## config.mk

```make
export PLATFORM = sky130hd
export DESIGN_NAME = tcw_front
export DESIGN_NICKNAME = d
export VERILOG_FILES = /design/src/hw/rtl/tcw_pkg.sv /design/src/hw/rtl/tcw_front.sv
export SDC_FILE = /design/constraint.sdc
export NUM_CORES = 1
export LEC_CHECK = 0
export BUFFER_PORTS_ARGS = -buffer_cell sky130_fd_sc_hd__buf_2
export CAP_MARGIN = 30
export CORE_UTILIZATION = 40
export DETAILED_ROUTE_END_ITERATION = 8
export PLACE_DENSITY = 0.78
export RECOVER_POWER = 25
export SETUP_SLACK_MARGIN = 0.4
export SLEW_MARGIN = 40
export SYNTH_ARGS = -nofsm -noshare
export SYNTH_HDL_FRONTEND = slang
export SYNTH_SLANG_ARGS = --single-unit
```

## constraint.sdc

```tcl
create_clock -name clk -period 3.5 [get_ports clk]
set_input_delay 0.7 -clock clk [delete_from_list [all_inputs] [get_ports clk]]
set_output_delay 0.7 -clock clk [all_outputs]
set_load 0.02 [all_outputs]
```

## src/hw/rtl/tcw_pkg.sv

```systemverilog
package tcw_pkg;

  localparam int COLUMNS = 80;
  localparam int ROWS    = 25;
  localparam int CELLS   = COLUMNS * ROWS;

  localparam int CELL_W  = 11;
  localparam int CHAR_W  = 8;
  localparam int ATTR_W  = 8;
  localparam int VALUE_W = 16;

  localparam int ADDR_W  = $clog2(CELLS);
  localparam int COL_W   = $clog2(COLUMNS);
  localparam int CNT_W   = $clog2(CELLS + 1);
  localparam int CUR_W   = CELL_W + 1;

  localparam int ESC_W   = 3;
  localparam int ESC_MAX = 4;

  localparam int CURSOR_RESET = (10 % ROWS) * COLUMNS;
  localparam logic [ATTR_W-1:0] ATTR_RESET = 8'h07;

  localparam logic OP_READ = 1'b1;

  localparam logic [CHAR_W-1:0] CH_LF      = 8'd10;
  localparam logic [CHAR_W-1:0] CH_BS      = 8'd8;
  localparam logic [CHAR_W-1:0] CH_ESC     = 8'd27;
  localparam logic [CHAR_W-1:0] CH_BRACKET = 8'h5B;

  // Queue depth; pointers wrap explicitly so any depth works.
  localparam int Q_DEPTH = 2;
  localparam int Q_AW    = $clog2(Q_DEPTH);
  localparam int Q_CW    = $clog2(Q_DEPTH + 1);

  typedef logic [2:0] kind_t;
  localparam kind_t KIND_READ    = 3'd0;
  localparam kind_t KIND_LF      = 3'd1;
  localparam kind_t KIND_BS      = 3'd2;
  localparam kind_t KIND_ESC     = 3'd3;
  localparam kind_t KIND_BRACKET = 3'd4;
  localparam kind_t KIND_PLAIN   = 3'd5;

  typedef struct packed {
    logic              operation;
    logic [CHAR_W-1:0] char_code;
    logic [CELL_W-1:0] cell_index;
  } cmd_beat_t;

  typedef struct packed {
    logic [VALUE_W-1:0] cell_value;
    logic [CELL_W-1:0]  cursor_cell;
    logic               escape_active;
  } res_beat_t;

  typedef struct packed {
    kind_t             kind;
    logic [CHAR_W-1:0] char_code;
    logic [CELL_W-1:0] cell_index;
  } item_t;

  typedef struct packed {
    logic full;
    logic empty;
  } q_flags_t;

endpackage

```

## src/hw/rtl/tcw_front.sv

```systemverilog
module tcw_front import tcw_pkg::*; (
  input  logic      clk,
  input  logic      rst,
  input  logic      cmd_valid,
  output logic      cmd_stall,
  input  cmd_beat_t cmd,
  input  logic      clearing,
  input  q_flags_t  q,
  output logic      push,
  output item_t     item
);

  logic  held;
  logic  accept;
  kind_t kind;

  always_comb begin
    if (cmd.operation == OP_READ) begin
      kind = KIND_READ;
    end else begin
      unique case (cmd.char_code)
        CH_LF:      kind = KIND_LF;
        CH_BS:      kind = KIND_BS;
        CH_ESC:     kind = KIND_ESC;
        CH_BRACKET: kind = KIND_BRACKET;
        default:    kind = KIND_PLAIN;
      endcase
    end
  end

  assign push      = held && !q.full;
  assign cmd_stall = clearing || (held && q.full);
  assign accept    = cmd_valid && !cmd_stall;

  always_ff @(posedge clk) begin
    if (rst) begin
      held <= 1'b0;
    end else if (accept) begin
      held <= 1'b1;
    end else if (push) begin
      held <= 1'b0;
    end
  end

  always_ff @(posedge clk) begin
    if (accept) begin
      item.kind       <= kind;
      item.char_code  <= cmd.char_code;
      item.cell_index <= cmd.cell_index;
    end
  end

endmodule

```

==> key figures <==
Run status
  • Status: complete, no violations

Critical path
  • Setup crit start: q[1]
  • CP required: 2.80 ns
  • Setup crit end kind: output port
  • CP startpoint kind: primary input
  • Worst r2r dst: item[4]$_DFFE_PP_
  • Crit-path max FO: 3
  • CP endpoint: cmd_stall
  • Reg-to-reg slack, setup: roughly 2.5 ns
  • Crit Path Class: primary input to output port
  • Critical path data arrival time: approximately 1.1 ns
  • Worst R2R Start: held$_SDFFE_PP0P_
  • Worst r2r path cells: 2

Clock network
  • Clk sinks: 23
  • Root Buffer: clkbuf_4
  • Clock transition at path regs: 0.11 ns
  • Setup Buffers After CTS: 0
  • Htree depth: 1
  • Latest clock arrival within the worst-skew pair: 0.30 ns
  • CTS tree: yes
  • CTS Buf Count: 3
  • Hold Buf Count CTS: 0
  • Resized Gates After CTS: 0
  • CTS max path bufs: 2

Routing
  • WL per Instance: roughly 13 µm
  • DRT iter0 DRCs: 18
  • Total vias in the final route: 554
  • Avg Vias per Cell: 4.695
  • Remaining DRCs: 0
  • Drt first pass iters: 4
  • Post-route ant nets: 0
  • Total routed wirelength: 1490 µm

Final layout
  • Area delta synth->final: 38.83%
  • Storage element area: 680.7 µm²
  • Final-stage net count: 120
  • Multi-input gate area: 112.6 µm²
  • Most frequent cells in the layout: 45 x buf_2, 22 x edfxtp_1, 3 x a21oi_1, 3 x clkbuf_4, 3 x clkbuf_1
  • Fill count: 140
  • Commonest non-fill, non-tap cell in the layout: buf_2
  • Share of layout cells above drive strength 1: 56.99%
  • Ant. Diodes: 0

Global routing
  • Largest net degree at the start of global routing: 23
  • GRT Total Usage: 14.55%
  • Global-route wire length before repair: 2111 µm
  • Grt ovf: 0
  • Initial antenna violation count: 0
  • Vias in the first global route: slightly above 500
  • Met2 GRT Util: between 20% and 30%
  • GRT met3 Usage: around 4.7%
  • Met1 Track Usage GR: 15.13%
  • GR peak layer: met2

Pwr
  • Combinational share of power: 11.2%
  • Pleak: 0.4458 nW
  • Total design power: 0.4870 mW
  • P per Cell Area: 444.3 mW/mm²
  • NetSw: 0.1089 mW
  • Internal power: 0.3781 mW
  • Sw frac: between 20 and 25%
  • Clock Power Share: 23.5%
  • Sequential Power Share: 65.3%
  • VDD IR max: around 0.27 mV

Timing
  • Slew Limit Headroom: 79.80%
  • RSZ-0062 raised after global routing: no
  • Worst slew pin tran: 0.3025 ns
  • Clk_skew: a little over 0.004 ns
  • F_max: 545.8 MHz
  • Final Hold Violating Endpoints: 0
  • Slew Limit Fails: 0
  • Tcrit/Tclk final: 52.35%
  • Post-layout min period: 1.832 ns
  • Final WS setup: 1.668 ns
  • TNS Setup: 0 ns
  • Setup-failing EPs final: 0
  • Hold slack: 0.5259 ns

Place
  • Dpl hpwl: about 1200 µm
  • I/O Buffers: 48
  • RD Place Congestion: 0.6200
  • Worst slack at placement: about 1.7 ns

Synth
  • Asr flop ratio synth: 0%
  • Syn Area/Cell: slightly below 20 µm²
  • Syn Nets: 66
  • Synth Warn #: 0
  • Synth cell types: 14
  • Register area share after synthesis: 86.21%
  • Top_reg_cell synth: edfxtp_1
  • Seq cells post-synth: 23
  • Mapped Area: ~790 µm²
  • Post-Synthesis Cells: 40
  • Post-synth EDFFs: 22

Min path
  • Worst Hold Class: flop to flop

Job
  • MaxCap Viol Count: 0

Die
  • Row Count: 15
  • Die height: 46.43 µm
  • Die width: 46.43 µm
  • Boundary Pins: 50
  • Core area: 0.001783 mm²
  • Initial core utilization: 44.28%
  • Die area: 0.002155 mm²
==> critical path, stage by stage <==
cell,delay [ns]
buf_2,0.12
nand2_1,0.09
nand2b_1,0.07
buf_2,0.16
==> cell type report <==
class / instances / share of cell area, %
flip-flops and latches: 23 / 62.10
well taps: 25 / 2.854
clock buffers: 3 / 2.055
multi-input cells: 17 / 10.27
repair buffers: 49 / 22.26
clock inverters: 1 / 0.4566
==> logic make-up after synthesis <==
| group | synth area share (%) |
|---|---|
| flops | 86.21 |
| compound gates | 5.070 |
| simple gates | 8.717 |
==> state kept, by name, summed over array words and instances (netlist names) <==
register	flops
item	22
held	1
==> power by group through the flow <==
stage                     registers (mW)  logic [mW]  clock network (mW)
after floorplan                    0.339      0.0104                   0
after global placement             0.324      0.0535                   0
after detailed placement           0.325      0.0550                   0
after CTS                          0.318      0.0551               0.120
after global routing               0.319      0.0589               0.128
final                              0.318      0.0543               0.115
==> synth_stat cells (2+ instances only) <==
library cell / count / share of area [%]
edfxtp_1: 22 / 84
a21oi_1: 4 / 2.5
nand2b_1: 2 / 1.6
nor2_1: 2 / 0.95
==> worst min-delay path by stage <==
stage | end | start | depth (start not counted) | slack, ns
6_report | held$_SDFFE_PP0P_ | held$_SDFFE_PP0P_ | 2 | 0.53
5_1_grt | held$_SDFFE_PP0P_ | rst | 2 | 0.54
4_1_cts | held$_SDFFE_PP0P_ | held$_SDFFE_PP0P_ | 2 | 0.52
3_5_place_dp | held$_SDFFE_PP0P_ | held$_SDFFE_PP0P_ | 2 | 0.51
3_3_place_gp | held$_SDFFE_PP0P_ | held$_SDFFE_PP0P_ | 2 | 0.48
2_1_floorplan | held$_SDFFE_PP0P_ | held$_SDFFE_PP0P_ | 2 | 0.46
==> through the flow <==
stage	utilization (%)	instances	instance area, µm²
2_1_floorplan	-	40	789.5
3_3_place_gp	60.14	114	1072
3_5_place_dp	60.14	114	1072
4_1_cts	61.68	118	1100
5_1_grt	61.47	118	1096
6_report	61.47	118	1096
==> routing by layer <==
metal	wire (µm)	part of all wire, %
met5	0	0
met4	18	1.2
met3	190	13
met2	747	50
met1	533	36
(Power assumes the default switching activity.)
