### src/hw/rtl/tcw_pkg.sv
package tcw_pkg;

  localparam int COLUMNS = 80;
  localparam int ROWS    = 25;
  localparam int CELLS   = COLUMNS * ROWS;

  localparam int CELL_W  = 11;
  localparam int CHAR_W  = 8;
  localparam int ATTR_W  = 8;
  localparam int VALUE_W = 16;

  localparam int ADDR_W  = $clog2(CELLS);
  localparam int COL_W   = $clog2(COLUMNS);
  localparam int CNT_W   = $clog2(CELLS + 1);
  localparam int CUR_W   = CELL_W + 1;

  localparam int ESC_W   = 3;
  localparam int ESC_MAX = 4;

  localparam int CURSOR_RESET = (10 % ROWS) * COLUMNS;
  localparam logic [ATTR_W-1:0] ATTR_RESET = 8'h07;

  localparam logic OP_READ = 1'b1;

  localparam logic [CHAR_W-1:0] CH_LF      = 8'd10;
  localparam logic [CHAR_W-1:0] CH_BS      = 8'd8;
  localparam logic [CHAR_W-1:0] CH_ESC     = 8'd27;
  localparam logic [CHAR_W-1:0] CH_BRACKET = 8'h5B;

  // Queue depth; pointers wrap explicitly so any depth works.
  localparam int Q_DEPTH = 2;
  localparam int Q_AW    = $clog2(Q_DEPTH);
  localparam int Q_CW    = $clog2(Q_DEPTH + 1);

  typedef logic [2:0] kind_t;
  localparam kind_t KIND_READ    = 3'd0;
  localparam kind_t KIND_LF      = 3'd1;
  localparam kind_t KIND_BS      = 3'd2;
  localparam kind_t KIND_ESC     = 3'd3;
  localparam kind_t KIND_BRACKET = 3'd4;
  localparam kind_t KIND_PLAIN   = 3'd5;

  typedef struct packed {
    logic              operation;
    logic [CHAR_W-1:0] char_code;
    logic [CELL_W-1:0] cell_index;
  } cmd_beat_t;

  typedef struct packed {
    logic [VALUE_W-1:0] cell_value;
    logic [CELL_W-1:0]  cursor_cell;
    logic               escape_active;
  } res_beat_t;

  typedef struct packed {
    kind_t             kind;
    logic [CHAR_W-1:0] char_code;
    logic [CELL_W-1:0] cell_index;
  } item_t;

  typedef struct packed {
    logic full;
    logic empty;
  } q_flags_t;

endpackage

### src/hw/rtl/tcw_fifo.sv
module tcw_fifo import tcw_pkg::*; (
  input  logic     clk,
  input  logic     rst,
  input  logic     push,
  input  item_t    wr_item,
  input  logic     pop,
  output item_t    head,
  output q_flags_t q
);

  item_t            slots [Q_DEPTH];
  logic [Q_AW-1:0]  wptr;
  logic [Q_AW-1:0]  rptr;
  logic [Q_CW-1:0]  count;

  assign q.full  = (count == Q_CW'(Q_DEPTH));
  assign q.empty = (count == '0);
  assign head    = slots[rptr];

  always_ff @(posedge clk) begin
    if (rst) begin
      wptr  <= '0;
      rptr  <= '0;
      count <= '0;
    end else begin
      if (push) begin
        wptr <= (wptr == Q_AW'(Q_DEPTH - 1)) ? '0 : wptr + 1'b1;
      end
      if (pop) begin
        rptr <= (rptr == Q_AW'(Q_DEPTH - 1)) ? '0 : rptr + 1'b1;
      end
      if (push && !pop) begin
        count <= count + 1'b1;
      end else if (pop && !push) begin
        count <= count - 1'b1;
      end
    end
  end

  always_ff @(posedge clk) begin
    if (push) begin
      slots[wptr] <= wr_item;
    end
  end

endmodule

### config.mk
export PLATFORM = sky130hd
export DESIGN_NAME = tcw_fifo
export DESIGN_NICKNAME = d
export VERILOG_FILES = /design/src/hw/rtl/tcw_pkg.sv /design/src/hw/rtl/tcw_fifo.sv
export SDC_FILE = /design/constraint.sdc
export NUM_CORES = 1
export LEC_CHECK = 0
export BUFFER_PORTS_ARGS = -buffer_cell sky130_fd_sc_hd__buf_2
export CAP_MARGIN = 20
export CORE_AREA = 2 2 63 65
export DETAILED_ROUTE_END_ITERATION = 16
export DIE_AREA = 0 0 65 67
export PLACE_DENSITY = 0.75
export SYNTH_ARGS = -nofsm -noshare
export SYNTH_HDL_FRONTEND = slang
export SYNTH_SLANG_ARGS = --single-unit
### constraint.sdc
create_clock -name clk -period 2 [get_ports clk]
set_input_delay 0.1 -clock clk [delete_from_list [all_inputs] [get_ports clk]]
set_output_delay 0.1 -clock clk [all_outputs]
set_load 0.005 [all_outputs]
==> flow_metrics.py, run 1 <==
metrics = {
    "run_status": {
        "status": "complete, no violations",
    },
    "critical_path": {
        "cp_slowest_cell": "dfxtp_1",
        "cpPeakStageDelay_ps": 440,
        "start_kind": "flop",
        "cp_data_required_time_ps": 1900,
        "rr_endpoint": "count[1]",
        "critPathKind": "reg2out",
        "path_buf_inv": 2,
        "r2r_start": "count[0]",
        "cp_max_fo": 17,
        "cp_cell_sequence": "buf_4 -> mux2_2 -> buf_2",
        "ff2ff_path_depth": 3,
        "arrival_ps": 1540,
        "worstSetupEndpoint": "head[16]",
        "worstSetupPathDepth": 3,
        "critical-path-top-delay-family": "flip-flops",
        "endpoint_kind": "primary output",
        "regToRegSetupSlack_ps": 930,
    },
    "clock_tree": {
        "cts_buffer_depth": 2,
        "clk_latency_ps": 300,
        "ctsHtreeMaxLevel": 2,
        "cts_tree": "done",
        "cts.sinks": 49,
        "numCtsBuffers": 5,
        "clock-root-buffer": "clkbuf_8",
        "clk_pin_slew_ps": 80,
    },
    "floorplan": {
        "start_util_pct": 49.5,
        "dieWidth_um": 65,
        "fp.dieArea_um2": 4360,
        "die_h_um": 67,
        "core_area_um2": 3610,
        "rows": 22,
        "io_pins": 50,
    },
    "power": {
        "powerDensity_nw_per_um2": 879,
        "peakVddDrop_mv": 0.487,
        "p_leak_nw": 0.954,
    },
    "cells_and_area": {
        "nFillCells": 272,
        "layout_commonest_cell": "buf_2",
        "drive_above_1_share_pct": 48.8,
        "n_antenna_cell": 0,
        "layout_common_cells": "buf_2 (49), edfxtp_1 (44), mux2_2 (22), dlygate4sd3_1 (22)",
        "num-nets-final": 198,
        "fin_util_pct": 67.9,
        "final_cells": 220,
        "final_cell_area_um2": 2450,
        "area_growth_pct": 37.0,
    },
    "sta": {
        "skew_ps": 3.94,
        "fmax_mhz": 610,
        "hold_ws_ps": 33.1,
        "finalCritPeriodShare_pct": 82.0,
        "final_hold_viol_count": 0,
        "setup_viol": 0,
        "slew_violations": 0,
        "tightestPinTransition_ps": 232,
        "timing.setup.tns_ps": 0,
        "max-slew-margin-rel_pct": 84.6,
        "rsz0062_at_grt": "no",
        "min_period_ps": 1640,
    },
    "routing": {
        "drt_iter0_drc": 44,
        "firstDrtPassIters": 4,
        "vias_per_cell": 4.73,
        "routed_wl_um": 3100,
        "vias": 1041,
        "ant_nets": 0,
        "drc": 0,
        "wl_per_cell_um": 14.1,
    },
    "synth": {
        "syn_area_um2": 1790,
        "synth_nets": 117,
        "yosysWarnings": 0,
        "postSynthCellCount": 90,
        "syn_area_per_cell_um2": 19.9,
        "synth_seq_cells": 49,
        "synthDistinctLibCells": 15,
        "ys_seq_area_share_pct": 79.6,
    },
    "job": {
        "cap_violations": 0,
    },
    "global_route": {
        "antenna_found_initial": 0,
        "grt_start_max_net_pins": 18,
        "grt_use_total_pct": 15.5,
        "grt_pass1_vias": 1051,
        "grt_pass1_wl_um": 4760,
        "grt-ovfl-total": 0,
    },
    "place": {
        "io_buffers": 49,
        "place_congestion": 0.687,
        "place_area_um2": 2120,
        "place_hpwl_um": 2070,
        "placed_cells": 190,
    },
    "worst_hold_path": {
        "min_path_type": "in2reg",
    },
}
-- repair_timing --
action / in CTS / in global routing
hold buffers: 22 / 0
setup buffers: 0 / 0
resized for setup: 0 / 0
endpoints found under the hold margin: 44 / 0
-- power breakdown --
group | switching [mW] | internal [mW] | total [mW]
registers | 0.0241 | 1.19 | 1.21
clock network | 0.298 | 0.369 | 0.667
logic | 0.116 | 0.157 | 0.273
-- per-layer routing --
layer	track usage (%)	vias to the layer above	wire, um
met5	0	-	0
li1	-	503	-
met2	28.4	35	1670
met4	6.38	0	42
met1	16.0	498	1180
met3	5.57	5	202
-- flip-flops by register name, indices dropped and copies added (netlist names), named ones only --
| register | flops |
|---|---|
| slots | 44 |
| count | 2 |
| rptr | 1 |
| wptr | 1 |
-- layout make-up --
type	instances	area, um^2	area share (%)
flip-flops and latches	49	1420	58.0
repair buffers	76	503	20.5
multi-input cells	38	354	14.5
clock buffers	6	72.6	2.96
well taps	48	60.1	2.45
clock inverters	2	33.8	1.38
inverters	1	3.75	0.153
-- synth_stat cells --
cell      count  area [um^2]
edfxtp_1     44         1320
mux2_2       22          248
dfxtp_1       5          100
nor2_1        5         18.8
buf_2         2         10.0
xnor2_1       2         17.5
xor2_1        2         17.5
a21oi_1       1         5.00
and2_1        1         6.26
and2b_2       1         8.76
ha_1          1         12.5
inv_1         1         3.75
nor2b_1       1         6.26
o21ai_0       1         5.00
or3_1         1         6.26
-- kinds of logic after synthesis --
group / synth area share (%)
adder cells (fa/ha/maj): 0.700
flip-flops: 79.6
buffers and inverters: 0.770
XOR/XNOR: 1.96
multiplexers: 13.9
AND/OR/NAND/NOR: 2.59
AO/OA/AOI/OAI: 0.560
-- through the flow --
stage	total power, mW	setup slack [ps]
finish	2.15	360
global route	2.24	269
CTS	2.18	327
detailed placement	1.48	661
global placement	1.47	685
floorplan	1.36	268
-- worst min-delay path by stage --
stage / start / to / cells past startpoint
3_5_place_dp: wr_item[9] / slots[1][9] / 1
2_1_floorplan: rst / count[1] / 1
3_3_place_gp: wr_item[5] / slots[1][5] / 1
6_report: rst / count[0] / 2
5_1_grt: rst / flop / 2
4_1_cts: rst / count[0] / 2
Power figures use the tool's default switching activity.
==> inputs of run 2 (changes only) <==
--- a/config.mk
+++ b/config.mk
@@ -5,12 +5,13 @@
 export SDC_FILE = /design/constraint.sdc
 export NUM_CORES = 1
 export LEC_CHECK = 0
+export ABC_AREA = 1
 export BUFFER_PORTS_ARGS = -buffer_cell sky130_fd_sc_hd__buf_2
 export CAP_MARGIN = 20
 export CORE_AREA = 2 2 63 65
 export DETAILED_ROUTE_END_ITERATION = 16
 export DIE_AREA = 0 0 65 67
-export PLACE_DENSITY = 0.75
+export PLACE_DENSITY = 0.76
 export SYNTH_ARGS = -nofsm -noshare
 export SYNTH_HDL_FRONTEND = slang
 export SYNTH_SLANG_ARGS = --single-unit
==> constraint.sdc (replaced) <==
create_clock -name clk -period 1.57 [get_ports clk]
set_input_delay 0.0785 -clock clk [delete_from_list [all_inputs] [get_ports clk]]
set_output_delay 0.0785 -clock clk [all_outputs]
set_load 0.005 [all_outputs]
==> run 2 against run 1 <==
  * Clock power is 34% higher
  * Final cell count is 5.5% higher
  * Synthesized area is 1.8% higher
  * First-iteration DRC count is 27% lower
  * Register-to-register slack worse by 510 ps
  * Flip-flop and latch count stayed put
  * Routed wire length is 5.0% higher
  * Critical endpoint is now head[9]
  * Hold slack better by 29 ps
  * Sequential share of layout area is 1.2 points lower
==> flow_metrics.py, run 2 <==
metrics = {
    "synth": {
        "synth_edf_count": 44,
        "synth.mux.area_fraction_pct": 13.6,
        "synth_area_leaders": "edfxtp_1 (73%), mux2_2 (14%), dfxtp_1 (5.5%), inv_1 (1.9%), nor2_1 (1.4%)",
        "syn_area_um2": 1820,
        "synth_nets": 128,
        "synth_top_area_share_pct": 72.7,
        "synth.most_common_cell": "edfxtp_1",
        "synth_top_family_by_area": "multiplexers",
        "synthSimpleGateAreaFrac_pct": 3.37,
        "yosys.area.top_type": "edfxtp_1",
        "syn_area_per_cell_um2": 18.0,
        "synth_compound_area_share_pct": 0.551,
        "synthDistinctLibCells": 14,
        "ys_seq_area_share_pct": 78.2,
        "ys_async_sr_fraction_pct": 0,
        "postSynthCellCount": 101,
        "synth-xor-area-share_pct": 0.482,
        "yosys-top-cells-count": "edfxtp_1 (44), mux2_2 (22), inv_1 (9)",
        "synth-main-ff-cell": "edfxtp_1",
        "synth_fa_ha_area_share_pct": 0.688,
        "yosysWarnings": 0,
        "synth_seq_cells": 49,
    },
    "cells_and_area": {
        "largest_reg_flops": 44,
        "n_antenna_cell": 0,
        "top_register": "slots",
        "final_cell_area_um2": 2500,
        "drive_above_1_share_pct": 46.2,
        "num-nets-final": 210,
        "final_cells": 232,
        "area_growth_pct": 37.5,
        "top_regs": "slots x44, count x2",
        "layout_common_cells": "buf_2 (49), edfxtp_1 (44), dlygate4sd3_1 (23)",
        "layout_commonest_cell": "buf_2",
        "nFillCells": 236,
    },
    "routing": {
        "routed_wl_um": 3250,
        "vias": 1093,
        "wl_met2_um": 1900,
        "wl_per_cell_um": 14.0,
        "wl_met3_um": 156,
        "dr.max_layer_used": "met4",
        "firstDrtPassIters": 4,
        "ant_nets": 0,
        "vias_per_cell": 4.71,
        "m1WireLength_um": 1140,
        "drc": 0,
        "drt_iter0_drc": 32,
    },
    "sta": {
        "setup_ws_ps": 159,
        "min_period_ps": 1410,
        "tightestPinTransition_ps": 314,
        "skew_ps": 11.7,
        "fmax_mhz": 709,
        "setup_viol": 0,
        "final_hold_viol_count": 0,
        "finalCritPeriodShare_pct": 89.9,
        "timing.setup.tns_ps": 0,
        "slew_violations": 0,
        "hold_ws_ps": 62.0,
        "max-slew-margin-rel_pct": 79.1,
        "rsz0062_at_grt": "no",
    },
    "floorplan": {
        "rows": 22,
        "dieWidth_um": 65,
        "die_h_um": 67,
        "core_area_um2": 3610,
        "fp.dieArea_um2": 4360,
        "io_pins": 50,
        "start_util_pct": 50.4,
    },
    "critical_path": {
        "r2r_start": "wptr",
        "critPathKind": "reg2out",
        "cp_cell_sequence": "buf_4 -> mux2_2 -> buf_2",
        "cpPeakStageDelay_ps": 360,
        "endpoint_kind": "primary output",
        "cp_slowest_cell": "mux2_2",
        "cp_max_fo": 12,
        "start_kind": "flop",
        "arrival_ps": 1330,
        "cp_data_required_time_ps": 1490,
    },
    "global_route": {
        "grt-ovfl-total": 0,
        "grt_start_max_net_pins": 18,
        "grt_pass1_wl_um": 4920,
        "antenna_found_initial": 0,
        "grt_use_total_pct": 16.1,
        "grt_pass1_vias": 1127,
    },
    "place": {
        "place_area_um2": 2150,
        "placed_cells": 201,
        "io_buffers": 49,
        "place_congestion": 0.670,
        "place_hpwl_um": 2240,
        "post-place-ws_ps": 410,
    },
    "clock_tree": {
        "numCtsBuffers": 5,
        "ctsHtreeMaxLevel": 2,
        "cts_buffer_depth": 2,
        "cts.sinks": 49,
        "cts_setup_buffers": 0,
        "clock-root-buffer": "clkbuf_8",
        "cts_tree": "done",
        "clk_pin_slew_ps": 90,
        "clk_latency_ps": 300,
        "post_cts_resize_count": 0,
    },
    "power": {
        "peakVddDrop_mv": 0.589,
        "powerDensity_nw_per_um2": 1100,
        "p_leak_nw": 1.00,
    },
    "worst_hold_path": {
        "worstHoldStart": "pop",
        "min_path_type": "in2reg",
    },
    "job": {
        "cap_violations": 0,
    },
    "run_status": {
        "status": "complete, no violations",
    },
}
[run 2: cell count changes after synthesis]
cell,previous run,this run
nand4_1,0,1
nor2_1,5,7
nand3_1,0,1
xnor2_1,2,1
inv_1,1,9
nor3_1,0,1
nand2_1,0,5
and2b_2,1,0
xor2_1,2,0
buf_6,0,2
and2_1,1,0
buf_2,2,0
or3_1,1,0
nor2b_1,1,0
[run 2: path summary, 6_finish.rpt]
kind / to / slack (ps) / cells after the start
setup / recovery: head[9] / 160 / 3
hold / removal: rptr / 60 / 3
setup reg to reg: slots[1][4] / 420 / 3
hold reg to reg: wptr / 520 / 2
[run 2: critical path, delay by kind of cell (launching register included)]
kind | cells | cell delay, ps
buffers and inverters | 2 | 340
flip-flops | 1 | 340
multiplexers | 1 | 360
[run 2: timing repair]
item / in CTS / in global routing
endpoints found under the setup margin: 0 / 0
hold buffers: 23 / 0
hold endpoints to repair: 47 / 0
[run 2: cell families (layout without fill, tap and decap cells)]
group / Yosys count / in the layout
buf+inv: 11 / 94
compound gates: 2 / 2
xor+xnor: 1 / 1
fa+ha+maj: 1 / 1
simple gates: 15 / 15
mux: 22 / 22
flops: 49 / 49
[run 2: area by class of cell]
class	instances	area (um^2)	area share [%]
flip-flops and latches	49	1420	56.9
well taps	48	60.1	2.40
clock inverters	3	47.5	1.90
multi-input cells	41	343	13.7
repair buffers	77	526	21.0
clock buffers	5	68.8	2.75
inverters	9	33.8	1.35
[run 2: stage by stage]
stage	total power [mW]	utilization, %
detailed placement	1.85	59.7
global placement	1.84	59.7
floorplan	1.71	-
global route	2.88	69.3
CTS	2.79	69.3
finish	2.76	69.3
[run 2: power by group]
| part | internal [mW] | total [mW] | switching, mW |
|---|---|---|---|
| logic | 0.192 | 0.341 | 0.148 |
| registers | 1.50 | 1.52 | 0.0231 |
| clock network | 0.485 | 0.894 | 0.409 |
[run 2: per-layer routing]
layer / up-vias / GRT usage, %
met4: 0 / 9.31
li1: 534 / -
met2: 29 / 31.8
met5: - / 0
met1: 524 / 13.8
met3: 6 / 5.24
==> inputs of run 3 (changes only) <==
==> constraint.sdc (replaced) <==
create_clock -name clk -period 1.4 [get_ports clk]
set_input_delay 0.07 -clock clk [delete_from_list [all_inputs] [get_ports clk]]
set_output_delay 0.07 -clock clk [all_outputs]
set_load 0.005 [all_outputs]
==> run 3 against run 2 <==
  * Design area rose by 1.6%
  * Critical path depth stayed put
  * Clock skew down 6.1 ps
  * Utilization is 1.1 points higher
  * Register-to-register slack got worse by 90 ps
  * First-iteration DRC count increased by 41%
  * Die area did not move
  * Combinational power up 15%
  * Via count is essentially flat
  * Sequential power is 12% higher
  * Routed wire length is 0.74% higher
  * Flip-flop and latch count did not move
  * Critical path type unchanged
  * Largest cell class unchanged
  * Largest power group unchanged
==> flow_metrics.py, run 3 (synthesis results as in run 2) <==
metrics = {
    "routing": {
        "routed_wl_um": 3270,
        "ant_nets": 0,
        "drc": 0,
        "drt_iter0_drc": 45,
        "vias": 1092,
        "vias_per_cell": 4.67,
        "firstDrtPassIters": 5,
        "wl_per_cell_um": 14.0,
    },
    "floorplan": {
        "dieWidth_um": 65,
        "core_area_um2": 3610,
        "start_util_pct": 50.4,
        "io_pins": 50,
        "die_h_um": 67,
        "fp.dieArea_um2": 4360,
        "rows": 22,
    },
    "cells_and_area": {
        "layout_commonest_cell": "buf_2",
        "top_register": "slots",
        "largest_reg_flops": 44,
        "top_regs": "slots x44, count x2",
        "area_growth_pct": 39.6,
        "fin_util_pct": 70.4,
        "nFillCells": 266,
        "n_antenna_cell": 0,
        "drive_above_1_share_pct": 47.3,
        "num-nets-final": 212,
        "layout_common_cells": "buf_2 (49), edfxtp_1 (44), dlygate4sd3_1 (23)",
        "final_cells": 234,
    },
    "clock_tree": {
        "ctsHtreeMaxLevel": 2,
        "cts_setup_buffers": 0,
        "clk_pin_slew_ps": 80,
        "cts.sinks": 49,
        "clock-root-buffer": "clkbuf_8",
        "clk_latency_ps": 280,
        "cts_tree": "done",
        "numCtsBuffers": 5,
        "cts_buffer_depth": 2,
    },
    "sta": {
        "final_hold_viol_count": 0,
        "slew_violations": 0,
        "min_period_ps": 1350,
        "finalCritPeriodShare_pct": 96.5,
        "tightestPinTransition_ps": 236,
        "setup_viol": 0,
        "skew_ps": 5.59,
        "fmax_mhz": 740,
        "max-slew-margin-rel_pct": 84.3,
    },
    "global_route": {
        "grt-ovfl-total": 0,
        "grt_pass1_wl_um": 4900,
        "grt_pass1_vias": 1122,
        "grt_use_total_pct": 15.5,
        "grt_start_max_net_pins": 18,
        "antenna_found_initial": 0,
    },
    "critical_path": {
        "critPathKind": "reg2out",
        "cp_max_fo": 10,
        "regToRegSetupSlack_ps": 330,
        "ff2ff_path_depth": 3,
        "cp_data_required_time_ps": 1330,
        "start_kind": "flop",
        "endpoint_kind": "primary output",
        "path_buf_inv": 2,
        "cp_slowest_cell": "dfxtp_4",
        "cpPeakStageDelay_ps": 390,
        "critical-path-top-delay-family": "flip-flops",
        "rr_endpoint": "slots[1][8]",
        "cp_cell_sequence": "buf_8 -> mux2_2 -> buf_2",
        "arrival_ps": 1280,
        "r2r_start": "wptr",
    },
    "place": {
        "io_buffers": 49,
        "place_congestion": 0.662,
        "place_hpwl_um": 2120,
        "placed_cells": 202,
    },
    "worst_hold_path": {
        "worstHoldStart": "pop",
        "min_path_type": "in2reg",
        "holdPathEnd": "rptr",
        "holdPathStages": 3,
    },
    "power": {
        "powerDensity_nw_per_um2": 1280,
        "finalPower_mw": 3.24,
        "peakVddDrop_mv": 0.920,
        "p_leak_nw": 1.02,
    },
    "run_status": {
        "status": "complete, no violations",
    },
    "job": {
        "cap_violations": 0,
    },
}
## run 3: power by group
part / switching, mW / total, mW / internal (mW)
logic: 0.166 / 0.391 / 0.225
clock network: 0.426 / 1.13 / 0.709
registers: 0.0287 / 1.71 / 1.68
## run 3: through the flow
step | hold slack [ps] | cell area (um^2) | setup WS (ps) | setup TNS [ps]
floorplan | 142 | 1820 | 87.5 | 0
global placement | 259 | 2150 | 337 | 0
detailed placement | 261 | 2150 | 322 | 0
CTS | 69.2 | 2520 | 7.40 | 0
global route | 93.4 | 2540 | -0.770 | -0.838
finish | 70.7 | 2540 | 48.9 | 0
## run 3: repair_timing
item,4_1_cts,5_1_grt
cloned,0,1
hold endpoints to repair,47,0
hold buffers,23,0
gates resized for setup,1,7
setup endpoints to repair,1,22
## run 3: layout make-up
type | instances | area (um^2) | share of cell area (%)
clock buffers | 5 | 68.8 | 2.71
clock inverters | 3 | 65.1 | 2.56
inverters | 9 | 33.8 | 1.33
multi-input cells | 41 | 343 | 13.5
flip-flops and latches | 49 | 1430 | 56.1
well taps | 48 | 60.1 | 2.37
repair buffers | 79 | 543 | 21.4
## run 3: per-layer routing
metal | routed length [um] | track usage, % | share of wire, %
met5 | 0 | 0 | 0
met4 | 30 | 3.72 | 0.92
met3 | 115 | 4.90 | 3.5
met2 | 1920 | 30.4 | 59
met1 | 1210 | 15.9 | 37
## run 3: worst max-delay path by stage
stage / from / end / cells after the start
detailed placement: flop / head[21] / 3
global route: flop / head[1] / 3
CTS: flop / head[1] / 3
floorplan: wptr / slots[0][0] / 1
finish: flop / head[1] / 3
global placement: flop / head[9] / 3
## run 3: tightest hold or removal path, stage by stage
cell and delay (ps):
buf_2 100, xnor2_1 70, nor2_1 80
